**config.mk**
```make
export PLATFORM = sky130hd
export DESIGN_NAME = nhsk_sha1_core
export DESIGN_NICKNAME = d
export VERILOG_FILES = /design/src/sv/nhsk_pkg.sv /design/src/sv/nhsk_sha1_core.sv
export SDC_FILE = /design/constraint.sdc
export NUM_CORES = 2
export LEC_CHECK = 0
export BUFFER_PORTS_ARGS = -buffer_cell sky130_fd_sc_hd__buf_2
export CAP_MARGIN = 20
export CORE_MARGIN = 2
export CORE_UTILIZATION = 32
export CTS_CLUSTER_SIZE = 14
export DETAILED_ROUTE_END_ITERATION = 8
export PLACE_DENSITY = 0.47
export SYNTH_ARGS = -nofsm -noshare
export SYNTH_HDL_FRONTEND = slang
export SYNTH_SLANG_ARGS = --single-unit
```
**constraint.sdc**
```tcl
create_clock -name clk_i -period 32.8 [get_ports clk_i]
set_input_delay 3.28 -clock clk_i [delete_from_list [all_inputs] [get_ports clk_i]]
set_output_delay 3.28 -clock clk_i [all_outputs]
set_load 0.02 [all_outputs]
```
**src/sv/nhsk_pkg.sv**
```systemverilog
`timescale 1ns / 1ps
// ----------------------------------------------------------------------------
// Nested HMAC-SHA1 key check package
// Shared types, constants and SHA-1 round functions.
// ----------------------------------------------------------------------------
package nhsk_pkg;

  // Sizes of the tail stores.
  localparam int MAX_SALT_BLOCKS  = 2;
  localparam int MAX_VALUE_BLOCKS = 16;
  localparam int SALT_DEPTH       = MAX_SALT_BLOCKS * 16;
  localparam int VAL_DEPTH        = MAX_VALUE_BLOCKS * 16;
  localparam int SALT_AW          = $clog2(SALT_DEPTH);
  localparam int VAL_AW           = $clog2(VAL_DEPTH);
  localparam int MAX_BLOCKS       = (MAX_VALUE_BLOCKS > MAX_SALT_BLOCKS) ?
                                    MAX_VALUE_BLOCKS : MAX_SALT_BLOCKS;
  localparam int BLK_W            = $clog2(((MAX_BLOCKS > 16) ? MAX_BLOCKS : 16) + 1);

  localparam logic [BLK_W-1:0] MAX_SALT_CNT = BLK_W'(MAX_SALT_BLOCKS);
  localparam logic [BLK_W-1:0] MAX_VAL_CNT  = BLK_W'(MAX_VALUE_BLOCKS);

  // HMAC constants.
  localparam logic [31:0] IPAD_WORD  = 32'h3636_3636;
  localparam logic [31:0] OPAD_WORD  = 32'h5C5C_5C5C;
  localparam logic [31:0] PAD_MARK   = 32'h8000_0000;
  localparam logic [31:0] OUTER_BITS = 32'h0000_02A0;

  localparam logic [31:0] IV0 = 32'h6745_2301;
  localparam logic [31:0] IV1 = 32'hEFCD_AB89;
  localparam logic [31:0] IV2 = 32'h98BA_DCFE;
  localparam logic [31:0] IV3 = 32'h1032_5476;
  localparam logic [31:0] IV4 = 32'hC3D2_E1F0;

  localparam logic [6:0] LAST_ROUND = 7'd79;

  typedef logic [15:0][31:0] blk_t;
  typedef logic [4:0][31:0]  dig_t;

  typedef enum logic [1:0] {
    OP_LOAD_SALT  = 2'd0,
    OP_LOAD_VALUE = 2'd1,
    OP_TEST       = 2'd2
  } op_e;

  typedef enum logic [2:0] {
    CFG_DIG_HIGH  = 3'd0,
    CFG_DIG_MID   = 3'd1,
    CFG_DIG_LOW   = 3'd2,
    CFG_SALT_CNT  = 3'd3,
    CFG_VALUE_CNT = 3'd4
  } cfg_e;

  typedef enum logic [3:0] {
    ST_IDLE,
    ST_IPAD,
    ST_IPAD_RUN,
    ST_FETCH,
    ST_TAIL,
    ST_TAIL_RUN,
    ST_OPAD,
    ST_OPAD_RUN,
    ST_OUTER,
    ST_OUTER_RUN,
    ST_DONE
  } state_e;

  typedef enum logic [1:0] {
    SEL_KEY_IPAD,
    SEL_TAIL,
    SEL_KEY_OPAD,
    SEL_INNER
  } blk_sel_e;

  // Control to the compression unit.
  typedef struct packed {
    logic start;
    logic init_iv;
  } sha_ctrl_t;

  // Status from the compression unit.
  typedef struct packed {
    logic busy;
    logic done;
  } sha_stat_t;

  // Round constant.
  function automatic logic [31:0] sha_k(input logic [6:0] t);
    logic [31:0] k;
    if (t < 7'd20) begin
      k = 32'h5A82_7999;
    end else if (t < 7'd40) begin
      k = 32'h6ED9_EBA1;
    end else if (t < 7'd60) begin
      k = 32'h8F1B_BCDC;
    end else begin
      k = 32'hCA62_C1D6;
    end
    return k;
  endfunction

  // Round logic function.
  function automatic logic [31:0] sha_f(input logic [6:0] t, input logic [31:0] b,
                                        input logic [31:0] c, input logic [31:0] d);
    logic [31:0] f;
    if (t < 7'd20) begin
      f = (b & c) | (~b & d);
    end else if (t < 7'd40) begin
      f = b ^ c ^ d;
    end else if (t < 7'd60) begin
      f = (b & c) | (b & d) | (c & d);
    end else begin
      f = b ^ c ^ d;
    end
    return f;
  endfunction

endpackage

```
**src/sv/nhsk_sha1_core.sv**
```systemverilog
`timescale 1ns / 1ps
// ----------------------------------------------------------------------------
// SHA-1 compression unit
// One round per cycle over a sliding 16-word schedule, then the chaining add.
// ----------------------------------------------------------------------------
module nhsk_sha1_core import nhsk_pkg::*; (
  input  logic      clk_i,
  input  logic      rst_ni,
  input  sha_ctrl_t ctrl_i,
  input  blk_t      block_i,
  output sha_stat_t stat_o,
  output dig_t      digest_o
);

  logic [31:0] a_q, b_q, c_q, d_q, e_q;
  blk_t        w_q;
  dig_t        h_q;
  logic [6:0]  round_q;
  logic        busy_q, fin_q, done_q;
  logic [31:0] tmp, w_new;
  dig_t        start_h;

  // Round arithmetic and schedule expansion.
  assign tmp   = {a_q[26:0], a_q[31:27]} + sha_f(round_q, b_q, c_q, d_q) + e_q +
                 sha_k(round_q) + w_q[0];
  assign w_new = {(w_q[13] ^ w_q[8] ^ w_q[2] ^ w_q[0]) << 1} |
                 {31'd0, w_q[13][31] ^ w_q[8][31] ^ w_q[2][31] ^ w_q[0][31]};
  assign start_h = ctrl_i.init_iv ? {IV4, IV3, IV2, IV1, IV0} : h_q;

  // Sequencing flags.
  always_ff @(posedge clk_i or negedge rst_ni) begin
    if (!rst_ni) begin
      busy_q  <= 1'b0;
      fin_q   <= 1'b0;
      done_q  <= 1'b0;
      round_q <= '0;
    end else begin
      done_q <= fin_q;
      fin_q  <= 1'b0;
      if (ctrl_i.start && !busy_q) begin
        busy_q  <= 1'b1;
        round_q <= '0;
      end else if (busy_q) begin
        round_q <= round_q + 7'd1;
        if (round_q == LAST_ROUND) begin
          busy_q <= 1'b0;
          fin_q  <= 1'b1;
        end
      end
    end
  end

  // Working variables, schedule and chaining value.
  always_ff @(posedge clk_i) begin
    if (ctrl_i.start && !busy_q) begin
      h_q <= start_h;
      a_q <= start_h[0];
      b_q <= start_h[1];
      c_q <= start_h[2];
      d_q <= start_h[3];
      e_q <= start_h[4];
      w_q <= block_i;
    end else if (busy_q) begin
      a_q <= tmp;
      b_q <= a_q;
      c_q <= {b_q[1:0], b_q[31:2]};
      d_q <= c_q;
      e_q <= d_q;
      w_q <= {w_new, w_q[15:1]};
    end else if (fin_q) begin
      h_q[0] <= h_q[0] + a_q;
      h_q[1] <= h_q[1] + b_q;
      h_q[2] <= h_q[2] + c_q;
      h_q[3] <= h_q[3] + d_q;
      h_q[4] <= h_q[4] + e_q;
    end
  end

  assign stat_o.busy = busy_q | fin_q;
  assign stat_o.done = done_q;
  assign digest_o    = h_q;

`ifndef ASSERT_OFF
  a_fin_after_last: assert property (@(posedge clk_i) disable iff (!rst_ni)
    (busy_q && round_q == LAST_ROUND) |=> fin_q)
    else $error("chaining add did not follow the last round");
  a_done_after_fin: assert property (@(posedge clk_i) disable iff (!rst_ni)
    fin_q |=> (done_q && !busy_q))
    else $error("done did not follow the chaining add");
  a_not_both: assert property (@(posedge clk_i) disable iff (!rst_ni)
    !(busy_q && fin_q))
    else $error("rounds and chaining add overlap");
`endif

endmodule

```
==> results.md <==
- Final WS setup: 26.23 ns
- GRT overflow: 0
- WL/cell: 23.99 um
- Drt pass-1 iters: 6
- Top Usage Layer GRT: met2
- Critical Path Start Type: input port
- Crit path capture type: flop
- Final setup skew: 0.05314 ns
- Post-DP Area: 0.05386 sq mm
- Max Fclk: 0.1523 GHz
- Design Area, Final: 0.05716 sq mm
- Asr flop ratio synth: 1.188%
- Number of DRC markers in iteration 0: 3215
- Largest net degree at the start of global routing: 193
- Kind of critical path: input port to flop
- Sequential-to-total area share from yosys stat: 52.20%
- Inserted Clock Buffers: 102
- Filler Cell Count: 15.30k
- YS warnings: 0
- Num rows: 142
- Reg2Reg Capture Point: a_q[31]$_DFFE_PP_
- CP required: 33.14 ns
- # hold bufs at CTS: 0
- Root buf cell: clkbuf_16
- Hold endpoint: done_q$_DFF_PN0_
- Die Y: 392.7 um
- Worst r2r path cells: 24
- Syn_nets: 5735
- Ys flop type: edfxtp_1
- Hold Path Class: flop to flop
- Tmin final: 6.566 ns
- Initial antenna violation count: 48
- Post-CTS sizing: 0
- TNS Setup: 0 ns
- Outcome: complete, no violations
- Register bit total from synthesis: 842
- Final nets: 6352
- Crit path largest cell delay: 0.92 ns
- Slowest-stage cell, CP: buf_4
- Arrival time of the worst setup path: 6.91 ns
- Final Hold Vio Count: 0
- Slew headroom: 26.93%
- All-Layer GR Usage: 23.29%
- Synth Instances: 4900
- Setup-failing EPs final: 0
- Critical Path, Cell by Cell: buf_2, nor2_1, inv_8, buf_4, buf_4, buf_4
- Critical-path maximum fanout: 117
- Final worst-path cycle share: 20.02%
- DPL Wire Length: 139400 um
- Die area: 0.1542 sq mm
- GPL Wtd Cong: 0.8797
- Hold path start: fin_q$_DFF_PN0_
- DRC viols: 0
- RSZ-0062 raised after global routing: no
- EDFF count, synth: 832
- DR vias/cell: 5.021
- Die W: 392.7 um
- Met2 usage: 40.08%
- Met3 usage: 4.054%
- Most used cell, CP: buf_4
- Share of post-route cells with drive strength above 1: 15.96%
- Worst reg2reg setup slack: 26.32 ns
- Yosys cell types: 80
- Postcts setup bufs: 0
- Max-cap violation count: 0
- Clk pin slew, worst setup/hold paths: 0.06 ns
- Global-route wire length before repair: 259100 um
- Worst hold margin: 0.3944 ns
- CTS max path bufs: 3
- Worst r2r src: round_q[3]$_DFFE_PN0P_
- Clk_lat worst skew: 0.75 ns
- Worst slew pin tran: 1.096 ns
- Vias after detailed routing: 38.31k
- Area delta synth->final: 18.25%
- CTS sink cnt: 842
- PortBufs: 677
- Pre-CTS WS: 25.47 ns
- Post-Synthesis Cell Area: 0.04834 sq mm
- Vias in the first global route: 37.75k
- CTS tree: done
- Core ar.: 0.1500 sq mm
- Post-route ant nets: 0
- Slew Viols, Final: 0
- I/O pin cnt: 678
- Hold depth: 0
- Initial Utilization: 32.24%
- Final wirelength: 183000 um
- Met1 track demand over resource: 29.74%
- H-tree depth: 3
- Mapped Avg Cell Area: 9.866 sq um
[cell type report]
type	count	area (sq um)	share of cell area [%]
Sequential cell	842	25230	44.14
Multi-Input combinational cell	3627	21520	37.64
Timing Repair Buffer	712	3704	6.479
Clock buffer	123	2641	4.621
Tap cell	2016	2522	4.413
Inverter	232	878.3	1.537
Clock inverter	65	633.1	1.108
Antenna cell	13	32.53	0.05691
[cells in the mapped netlist (all sizes together) (7+ instances only)]
| master | count | area share (%) |
|---|---|---|
| buf | 7 | 0.062 |
| and3 | 18 | 0.23 |
| o21a | 35 | 0.54 |
| or3 | 10 | 0.13 |
| o22ai | 19 | 0.25 |
| and2 | 10 | 0.13 |
| ha | 194 | 5.0 |
| o211ai | 20 | 0.31 |
| clkbuf | 192 | 1.5 |
| nand2 | 1811 | 14 |
| a31oi | 21 | 0.27 |
| nand2b | 31 | 0.40 |
| fa | 125 | 5.2 |
| xor2 | 78 | 1.4 |
| dfrtp | 10 | 0.52 |
| a211oi | 23 | 0.38 |
| nor2 | 133 | 1.0 |
| nand4 | 12 | 0.16 |
| nand3 | 39 | 0.40 |
| mux2i | 28 | 0.58 |
| xnor2 | 174 | 3.2 |
| o31ai | 18 | 0.28 |
| a221o | 15 | 0.31 |
| edfxtp | 832 | 52 |
| a221oi | 8 | 0.14 |
| inv | 232 | 1.8 |
| mux2 | 9 | 0.21 |
| nor3b | 8 | 0.12 |
| nor3 | 33 | 0.35 |
| nor2b | 19 | 0.25 |
| a21oi | 174 | 1.8 |
| a211o | 12 | 0.22 |
| a21o | 80 | 1.2 |
| o21ai | 338 | 3.5 |
| o21bai | 23 | 0.36 |
| or2 | 9 | 0.12 |
| o2111ai | 8 | 0.16 |
| a22o | 13 | 0.24 |
[through the flow]
| stage | cells | util (%) |
|---|---|---|
| 2_1_floorplan | 4900 | - |
| 3_3_place_gp | 7429 | 35.92 |
| 3_5_place_dp | 7429 | 35.92 |
| 4_1_cts | 7617 | 38.10 |
| 5_1_grt | 7626 | 38.11 |
| 6_report | 7630 | 38.12 |
[cells in the final DEF (no fill, tap or decap), types with 21 or more instances in the layout]
cell       Yosys  final
inv_1        232    230
nand2b_1      31     30
xnor2_1      174    174
xor2_1        78     78
fa_1         125    125
a21oi_1      174    174
buf_4          1     32
o21a_1        35     35
clkinv_2       0     21
clkbuf_16      0    102
nand3_1       39     39
mux2i_1       28     28
clkinv_1       0     25
o21bai_1      22     22
o21ai_0      331    331
a21o_1        80     80
buf_2          0    676
nor2_1       133    131
nor3_1        32     32
nand2_1     1810   1809
ha_1         194    194
a211oi_1      21     21
a31oi_1       21     21
edfxtp_1     832    832
[layer usage]
metal / part of all wire, % / routed length [um]
met1: 41 / 75300
met2: 49 / 89980
met3: 6.4 / 11640
met4: 3.2 / 5790
met5: 0.17 / 314
[flip-flops by register name, indices dropped and copies added, names as in the netlist]
register,count
a_q,32
b_q,32
busy_q,1
c_q,32
d_q,32
digest_o,160
done_q,1
e_q,32
fin_q,1
round_q,7
w_q,512
[worst max path at each step]
stage / startpoint / slack (ns) / to
2_1_floorplan: ctrl_i[1] / 15.35 / round_q[2]$_DFFE_PN0P_
3_3_place_gp: ctrl_i[1] / 25.48 / w_q[52]$_DFFE_PP_
3_5_place_dp: ctrl_i[1] / 25.47 / w_q[52]$_DFFE_PP_
4_1_cts: ctrl_i[1] / 26.26 / w_q[82]$_DFFE_PP_
5_1_grt: round_q[5]$_DFFE_PN0P_ / 25.88 / a_q[28]$_DFFE_PP_
6_report: ctrl_i[1] / 26.23 / w_q[82]$_DFFE_PP_
[critical path, delay by kind of cell]
family	cells	cell delay (ns)
and+or+nand+nor	1	0.12
buffers and inverters	5	3.25
[logic make-up (layout without fill, tap and decap cells)]
family	after synthesis	in the layout	synth area share, %
buffers and inverters	431	1132	3.354
other	0	13	0
and+or+nand+nor	2151	2151	17.70
DFF	842	842	52.20
adders and majority gates	319	319	10.20
muxes	37	37	0.7894
AOI/OAI and AO/OA	868	868	11.19
xor gates and xnor gates	252	252	4.566
Power is not shown: default switching activity piles up to over one toggle a cycle in this logic, so the estimate is an artifact.
