**config.mk**
```make
export PLATFORM = sky130hd
export DESIGN_NAME = nhsk_ram
export DESIGN_NICKNAME = d
export VERILOG_FILES = /design/src/sv/nhsk_ram.sv
export SDC_FILE = /design/constraint.sdc
export NUM_CORES = 1
export LEC_CHECK = 0
export BUFFER_PORTS_ARGS = -buffer_cell sky130_fd_sc_hd__buf_2
export CAP_MARGIN = 0
export CORE_MARGIN = 5
export CORE_UTILIZATION = 56
export CTS_CLUSTER_SIZE = 28
export DETAILED_ROUTE_END_ITERATION = 16
export PLACE_DENSITY = 0.75
export SYNTH_ARGS = -nofsm -noshare
export SYNTH_HDL_FRONTEND = slang
export SYNTH_SLANG_ARGS = --single-unit
```
**constraint.sdc**
```tcl
create_clock -name clk_i -period 3.2 [get_ports clk_i]
set_input_delay 0.96 -clock clk_i [delete_from_list [all_inputs] [get_ports clk_i]]
set_output_delay 0.96 -clock clk_i [all_outputs]
set_load 0.005 [all_outputs]
```
**src/sv/nhsk_ram.sv**
```systemverilog
`timescale 1ns / 1ps
// ----------------------------------------------------------------------------
// Generic RAM
// One write port and one read port with registered read data.
// ----------------------------------------------------------------------------
module nhsk_ram #(
  parameter int WIDTH = 32,
  parameter int DEPTH = 32
) (
  input  logic                     clk_i,
  input  logic                     we_i,
  input  logic [$clog2(DEPTH)-1:0] waddr_i,
  input  logic [WIDTH-1:0]         wdata_i,
  input  logic [$clog2(DEPTH)-1:0] raddr_i,
  output logic [WIDTH-1:0]         rdata_o
);

  logic [WIDTH-1:0] mem_q [DEPTH];

  // Write and registered read.
  always_ff @(posedge clk_i) begin
    if (we_i) begin
      mem_q[waddr_i] <= wdata_i;
    end
    rdata_o <= mem_q[raddr_i];
  end

endmodule

```
==> impl_metrics.csv, run 1 <==
group,metric,value,unit
routing,ant_nets,0,
worst_setup_path,startpoint_type,"input port",
routing,vias,21500,
logic_synthesis,synth_edf_count,1024,
timing,setup_viol_count_final,0,
routing,wl_per_cell,27.1,um
logic_synthesis,ys_top_cells_by_area,"edfxtp_1 (76%), mux2i_1 (13%), a22oi_1 (1.8%)",
clocking,cts-buffers-inserted,101,
final_layout,layout.cells.non_filler,3470,
die,num_rows,98,
die,initial_core_util,0.565,
logic_synthesis,ys_types,25,
logic_synthesis,syn-num-nets,2304,
timing,fmax,0.426,GHz
routing,dr.pass1.iters,7,
logic_synthesis,synth-simple-area-share,0.0310,
placed_design,gp_congestion,0.886,
logic_synthesis,synth.top_cells.by_count,"edfxtp_1 (1024), mux2i_1 (512), nand2_1 (98), nand3_1 (98)",
placed_design,placed_cells,3279,
global_route,grt.overflow.total,0,
clocking,cts_sinks,1056,
global_route,grt_use_met3,0.0365,
timing,tightest_slew,786,ps
die,die_height,279,um
worst_setup_path,required,3710,ps
clocking,ctsResizeCount,0,
timing,fin_skew,20.3,ps
worst_setup_path,path_buf_inv,4,
die,pin_count,76,
clocking,cts_buffer_depth,3,
global_route,grt_max_degree,70,
global_route,grt_pass1_vias,21700,
logic_synthesis,synth_mux_area_frac,0.127,
pwr,max-vdd-ir-drop,0.000434,V
final_layout,drive_gt1_frac,0.155,
worst_setup_path,worst_path_most_repeated_cell,"buf_12",
timing,tns,0,ps
timing,timing_hold_violations_final,0,
global_route,use_met1,0.330,
flow_run,maxCapViolCount,0,
placed_design,portBuffers,75,
worst_setup_path,criticalPathCategory,"input port to flip-flop",
global_route,grt_usage,0.238,
clocking,cts_tree,"yes",
logic_synthesis,ys.flop_type,"edfxtp_1",
pwr,power_density,616,nW/um2
logic_synthesis,avgSynthCellArea,17.9,um2
logic_synthesis,async_flop_share,0,
logic_synthesis,synth.most_common_cell,"edfxtp_1",
timing,drv_slew,0,
final_layout,nets,2476,
clocking,cts-root-buf,"clkbuf_16",
die,coreArea,71600,um2
clocking,cts_hold_buf,0,
status,outcome,"finished clean",
die,die_w,279,um
worst_setup_path,end_kind,"flip-flop",
logic_synthesis,ys_seq_area_frac,0.775,
logic_synthesis,synth_top_family_by_area,"multiplexers",
clocking,cts.htree.levels,3,
worst_setup_path,cp_top_family,"buffers and inverters",
routing,routed_wl,94.0,mm
logic_synthesis,syn_area,40500,um2
die,dieArea,77800,um2
timing,holdWs,604,ps
worst_setup_path,cp_cell_sequence,"buf_8 > buf_12 > buf_12 > buf_12 > mux2i_1 > a22o_1 > nor3_1 > a31oi_1 > nand3_1",
clocking,insertion_delay,660,ps
timing,layout_min_cycle_time,2350,ps
timing,rsz0062_at_grt,"no",
global_route,met2_usage,0.397,
logic_synthesis,ys_ff_latch,1056,
worst_setup_path,arrival,2860,ps
clocking,path_clk_slew,60,ps
worst_setup_path,cp_max_fo,29,
routing,drt_iter0_markers,2485,
global_route,antenna_found_initial,4,
routing,drc_errors,0,
logic_synthesis,synth_fa_ha_area_frac,0,
logic_synthesis,synthCells,2260,
final_layout,syn_to_final_growth,14.6,%
pwr,leakage,16.3,nW
clocking,post_cts_buffers,0,
logic_synthesis,synth_top_area_cell,"edfxtp_1",
routing,vias_per_cell,6.21,
timing,max_slew_margin,0.474,
global_route,grt_pass1_wl,139,mm
logic_synthesis,yosys_warnings,0,
logic_synthesis,synth_compound_area_frac,0.0485,
logic_synthesis,synth_top_area_frac,0.760,
logic_synthesis,synth_xor_area_frac,0,
global_route,top_usage_layer,"met2",
worst_setup_path,slowest_stage,"a31oi_1",
min_path,hp-class,"flip-flop to flip-flop",
final_layout,num-fill-cells,4703,
worst_setup_path,cpPeakStageDelay,400,ps
placed_design,dp.final_hpwl,53.0,mm
timing,fin_crit_sh,0.733,
-- state kept, by name, indices dropped and copies added (netlist names) --
register,flops
rdata_o,32
mem_q,1024
-- stage by stage --
stage | utilization | instance area (um2) | power [mW] | worst slack (ps)
2_1_floorplan | - | 40500 | 16.5 | -194
3_3_place_gp | 0.602 | 43100 | 17.2 | 234
3_5_place_dp | 0.602 | 43100 | 17.2 | 214
4_1_cts | 0.648 | 46400 | 28.7 | 891
5_1_grt | 0.648 | 46400 | 29.4 | 793
6_report | 0.648 | 46400 | 28.6 | 854
-- power breakdown --
group / total [mW] / switching [mW] / internal, mW
logic: 1.49 / 0.958 / 0.531
clock network: 11.6 / 4.96 / 6.67
registers: 15.5 / 0.0807 / 15.4
-- path summary, 6_finish.rpt --
check | slack [ps] | endpoint | depth (start not counted) | from
setup / recovery | 850 | rdata_o[25] | 9 | raddr_i[0]
setup reg to reg | 1520 | rdata_o[12] | 5 | mem_q[3][12]
hold reg to reg | 600 | rdata_o[0] | 4 | mem_q[26][0]
hold / removal | 600 | rdata_o[0] | 4 | mem_q[26][0]
-- cell type report --
cell class | count | area, um2 | share of cell area
multi-input combinational | 1077 | 8610 | 0.186
antenna | 4 | 10.0 | 0.000216
clock buffer | 145 | 2870 | 0.0619
tap | 950 | 1190 | 0.0256
clock inverter | 42 | 402 | 0.00866
timing repair buffer | 196 | 1920 | 0.0414
sequential | 1056 | 31400 | 0.677
-- worst register-to-register path, delay by kind of cell, from the launching register on --
| kind | cells | cell delay (ps) |
|---|---|---|
| mux | 1 | 220 |
| simple gates | 2 | 320 |
| compound gates | 2 | 580 |
| flops | 1 | 380 |
-- cell usage in the layout (no fill, tap or decap), types with 2 or more instances in the layout --
master / Yosys / final
bufinv_16: 0 / 5
nand2b_2: 0 / 2
nand2_1: 98 / 97
clkbuf_1: 46 / 27
nor3_1: 32 / 32
clkbuf_8: 0 / 16
or3b_2: 3 / 3
edfxtp_1: 1024 / 1024
nand3b_1: 5 / 5
a21oi_1: 96 / 96
a22o_1: 64 / 64
buf_2: 26 / 74
mux2i_1: 512 / 512
dfxtp_1: 32 / 32
buf_4: 33 / 71
clkinv_1: 0 / 9
nand3_1: 98 / 98
nor2_4: 0 / 33
a31oi_1: 32 / 32
buf_12: 0 / 50
a22oi_1: 96 / 96
clkbuf_16: 0 / 102
clkinv_8: 0 / 5
diode_2: 0 / 4
clkinv_2: 0 / 20
-- kinds of logic (layout without fill, tap and decap cells) --
group | Yosys count | in the layout
other | 0 | 4
multiplexers | 512 | 512
AND/OR/NAND/NOR | 277 | 277
AO/OA/AOI/OAI | 288 | 288
buffers and inverters | 127 | 383
flip-flops | 1056 | 1056
-- metal layers --
metal | up-vias | wire (um)
met1 | 11000 | 37300
li1 | 9333 | -
met3 | 199 | 7280
met5 | - | 13
met2 | 1010 | 46400
met4 | 2 | 2940
Power figures use the tool's default switching activity.
==> inputs of run 2 (changes only) <==
--- a/config.mk
+++ b/config.mk
@@ -5,6 +5,7 @@
 export SDC_FILE = /design/constraint.sdc
 export NUM_CORES = 1
 export LEC_CHECK = 0
+export ABC_AREA = 1
 export BUFFER_PORTS_ARGS = -buffer_cell sky130_fd_sc_hd__buf_2
 export CAP_MARGIN = 0
 export CORE_MARGIN = 5
==> constraint.sdc (replaced) <==
create_clock -name clk_i -period 2 [get_ports clk_i]
set_input_delay 0.6 -clock clk_i [delete_from_list [all_inputs] [get_ports clk_i]]
set_output_delay 0.6 -clock clk_i [all_outputs]
set_load 0.005 [all_outputs]
==> run 2 against run 1 <==
- die area rose by 4.6%
- sequential power rose by 59%
- worst setup slack got worse by 820 ps
- synthesized area rose by 4.7%
- sequential cell count did not move
- cell count rose by 37%
- largest power group unchanged
- clock-buffer cell count fell by 12
- global-route usage rose by 3.5 points
- critical path type is now flip-flop to primary output
- register-to-register slack got worse by 730 ps
- synthesized cell count rose by 56%
==> impl_metrics.csv, run 2 <==
group,metric,value,unit
global_route,grt_max_degree,82,
worst_setup_path,startpoint_type,"flip-flop",
logic_synthesis,synthCells,3536,
routing,routed_wl,112,mm
min_path,holdPathStages,1,
timing,tightest_slew,620,ps
final_layout,drive_gt1_frac,0.122,
final_layout,final_common_cell,"nand2_1",
worst_setup_path,cp_top_family,"flip-flops",
die,coreArea,75600,um2
placed_design,dp.final_hpwl,63.8,mm
global_route,antenna_found_initial,7,
routing,drc_errors,0,
timing,setup_viol_count_final,0,
worst_setup_path,cp_max_fo,1,
pwr,power_density,955,nW/um2
routing,vias,28300,
die,pin_count,76,
min_path,worstHoldStart,"wdata_i[0]",
placed_design,place_ws,26.0,ps
placed_design,gp_congestion,0.825,
pwr,max-vdd-ir-drop,0.000670,V
timing,layout_min_cycle_time,1960,ps
timing,fin_crit_sh,0.982,
die,num_rows,101,
routing,dr.pass1.iters,5,
timing,rsz0062_at_grt,"no",
routing,wl_per_cell,23.5,um
placed_design,portBuffers,75,
logic_synthesis,syn_area,42400,um2
worst_setup_path,criticalPathCategory,"flip-flop to primary output",
logic_synthesis,synth.top_cells.by_count,"nand2_1 (1440), edfxtp_1 (1024), nand3_1 (780)",
final_layout,syn_to_final_growth,15.6,%
clocking,cts_sinks,1056,
worst_setup_path,cpPeakStageDelay,510,ps
die,die_w,285,um
logic_synthesis,yosys_warnings,0,
clocking,post_cts_buffers,0,
final_layout,reg_top3,"mem_q x1024, rdata_o x32",
worst_setup_path,slowest_stage,"dfxtp_1",
logic_synthesis,synth_top_area_frac,0.725,
logic_synthesis,ys_top_cells_by_area,"edfxtp_1 (73%), nand2_1 (13%), nand3_1 (9.2%)",
min_path,holdPathEnd,"mem_q[12][0]",
clocking,cts.htree.levels,3,
min_path,hp-class,"input port to flip-flop",
timing,drv_slew,0,
clocking,ctsResizeCount,0,
logic_synthesis,ys_seq_area_frac,0.740,
clocking,cts_buffer_depth,3,
logic_synthesis,ys.flop_type,"edfxtp_1",
status,outcome,"finished clean",
logic_synthesis,synth_edf_count,1024,
pwr,leakage,18.2,nW
global_route,grt_usage,0.273,
worst_setup_path,required,1400,ps
worst_setup_path,rr_endpoint,"rdata_o[5]",
logic_synthesis,syn-num-nets,3580,
routing,vias_per_cell,5.95,
logic_synthesis,async_flop_share,0,
timing,fmax,0.509,GHz
final_layout,largest_reg_flops,1024,
clocking,cts-buffers-inserted,102,
worst_setup_path,end_kind,"primary output",
routing,ant_nets,0,
timing,fin_skew,33.6,ps
routing,drt_iter0_markers,3562,
die,dieArea,81300,um2
die,die_height,285,um
worst_setup_path,r2r-start,"mem_q[30][5]",
worst_setup_path,r2r_slack,790,ps
worst_setup_path,worstRegToRegCells,8,
timing,max_slew_margin,0.586,
timing,fin_ws,36.9,ps
logic_synthesis,avgSynthCellArea,12.0,um2
clocking,insertion_delay,660,ps
clocking,cts_hold_buf,0,
logic_synthesis,ys_ff_latch,1056,
final_layout,mostFrequentLayoutCells,"nand2_1 (1440), edfxtp_1 (1024), nand3_1 (780), buf_12 (115), clkbuf_16 (103)",
clocking,cts_tree,"yes",
die,initial_core_util,0.561,
timing,timing_hold_violations_final,0,
worst_setup_path,cp_cell_sequence,"buf_2",
logic_synthesis,synth_top_area_cell,"edfxtp_1",
final_layout,num-fill-cells,5288,
worst_setup_path,arrival,1360,ps
flow_run,maxCapViolCount,0,
global_route,grt_pass1_vias,27600,
logic_synthesis,synth.most_common_cell,"nand2_1",
final_layout,final_core_util,0.648,
global_route,grt_pass1_wl,169,mm
final_layout,top_register,"mem_q",
clocking,cts-root-buf,"clkbuf_16",
global_route,grt.overflow.total,0,
worst_setup_path,path_buf_inv,1,
final_layout,nets,3740,
clocking,path_clk_slew,60,ps
logic_synthesis,ys_types,14,
run 2: cell type report:
type / instances / area [um2] / share of cell area
Sequential cell: 1056 / 31400 / 0.641
Multi-Input combinational cell: 2252 / 9670 / 0.197
Timing Repair Buffer: 274 / 3340 / 0.0681
Clock buffer: 133 / 2780 / 0.0567
Tap cell: 978 / 1220 / 0.0250
Clock inverter: 55 / 531 / 0.0108
Inverter: 10 / 67.6 / 0.00138
Antenna cell: 2 / 5.00 / 0.000102
run 2: worst max path at each step:
stage	from	to	slack, ps	cells after the start
2_1_floorplan	waddr_i[0]	mem_q[0][0]	-300	3
3_3_place_gp	raddr_i[0]	rdata_o[29]	40	12
3_5_place_dp	raddr_i[0]	rdata_o[6]	30	12
4_1_cts	rdata_o[16]	rdata_o[16]	30	1
5_1_grt	rdata_o[16]	rdata_o[16]	40	1
6_report	rdata_o[16]	rdata_o[16]	40	1
run 2: power breakdown:
part           internal [mW]  switching [mW]  leakage [nW]
clock network           11.0            8.08          1.63
registers               24.6           0.137          9.49
logic                  0.969            2.08          7.05
total                   36.5            10.3          18.2
run 2: worst reg2reg max path, cell delays in order, from the launching register on:
cell      delay (ps)
edfxtp_1         370
nand2_1           80
nand3_1           60
nand3_1          160
nand2_1           80
nand2_1           80
nand2_1           60
nand2_1          100
nand2_1          100
run 2: per-stage QoR:
step                      instance area [um2]  setup TNS [ps]  std cells  hold WS [ps]  power [mW]
after global placement                  45700               0       4570           717        28.1
after floorplan                         42500         -289890       3536           688        26.8
after global routing                    49000               0       4759           427        48.3
after detailed placement                45700               0       4570           731        28.2
after CTS                               49000               0       4758           400        47.0
final                                   49000               0       4760           429        46.8
run 2: layer usage:
| metal | track usage | vias up | part of all wire |
|---|---|---|---|
| li1 | - | 12700 | - |
| met1 | 0.374 | 13700 | 0.38 |
| met2 | 0.447 | 1671 | 0.48 |
| met3 | 0.0410 | 293 | 0.098 |
| met4 | 0.112 | 6 | 0.041 |
| met5 | 0 | - | 0.00020 |
run 2: cell families after synthesis:
kind of cell / count (synthesis) / synth area share
buf+inv: 228 / 0.0374
simple gates: 2252 / 0.222
flops: 1056 / 0.740
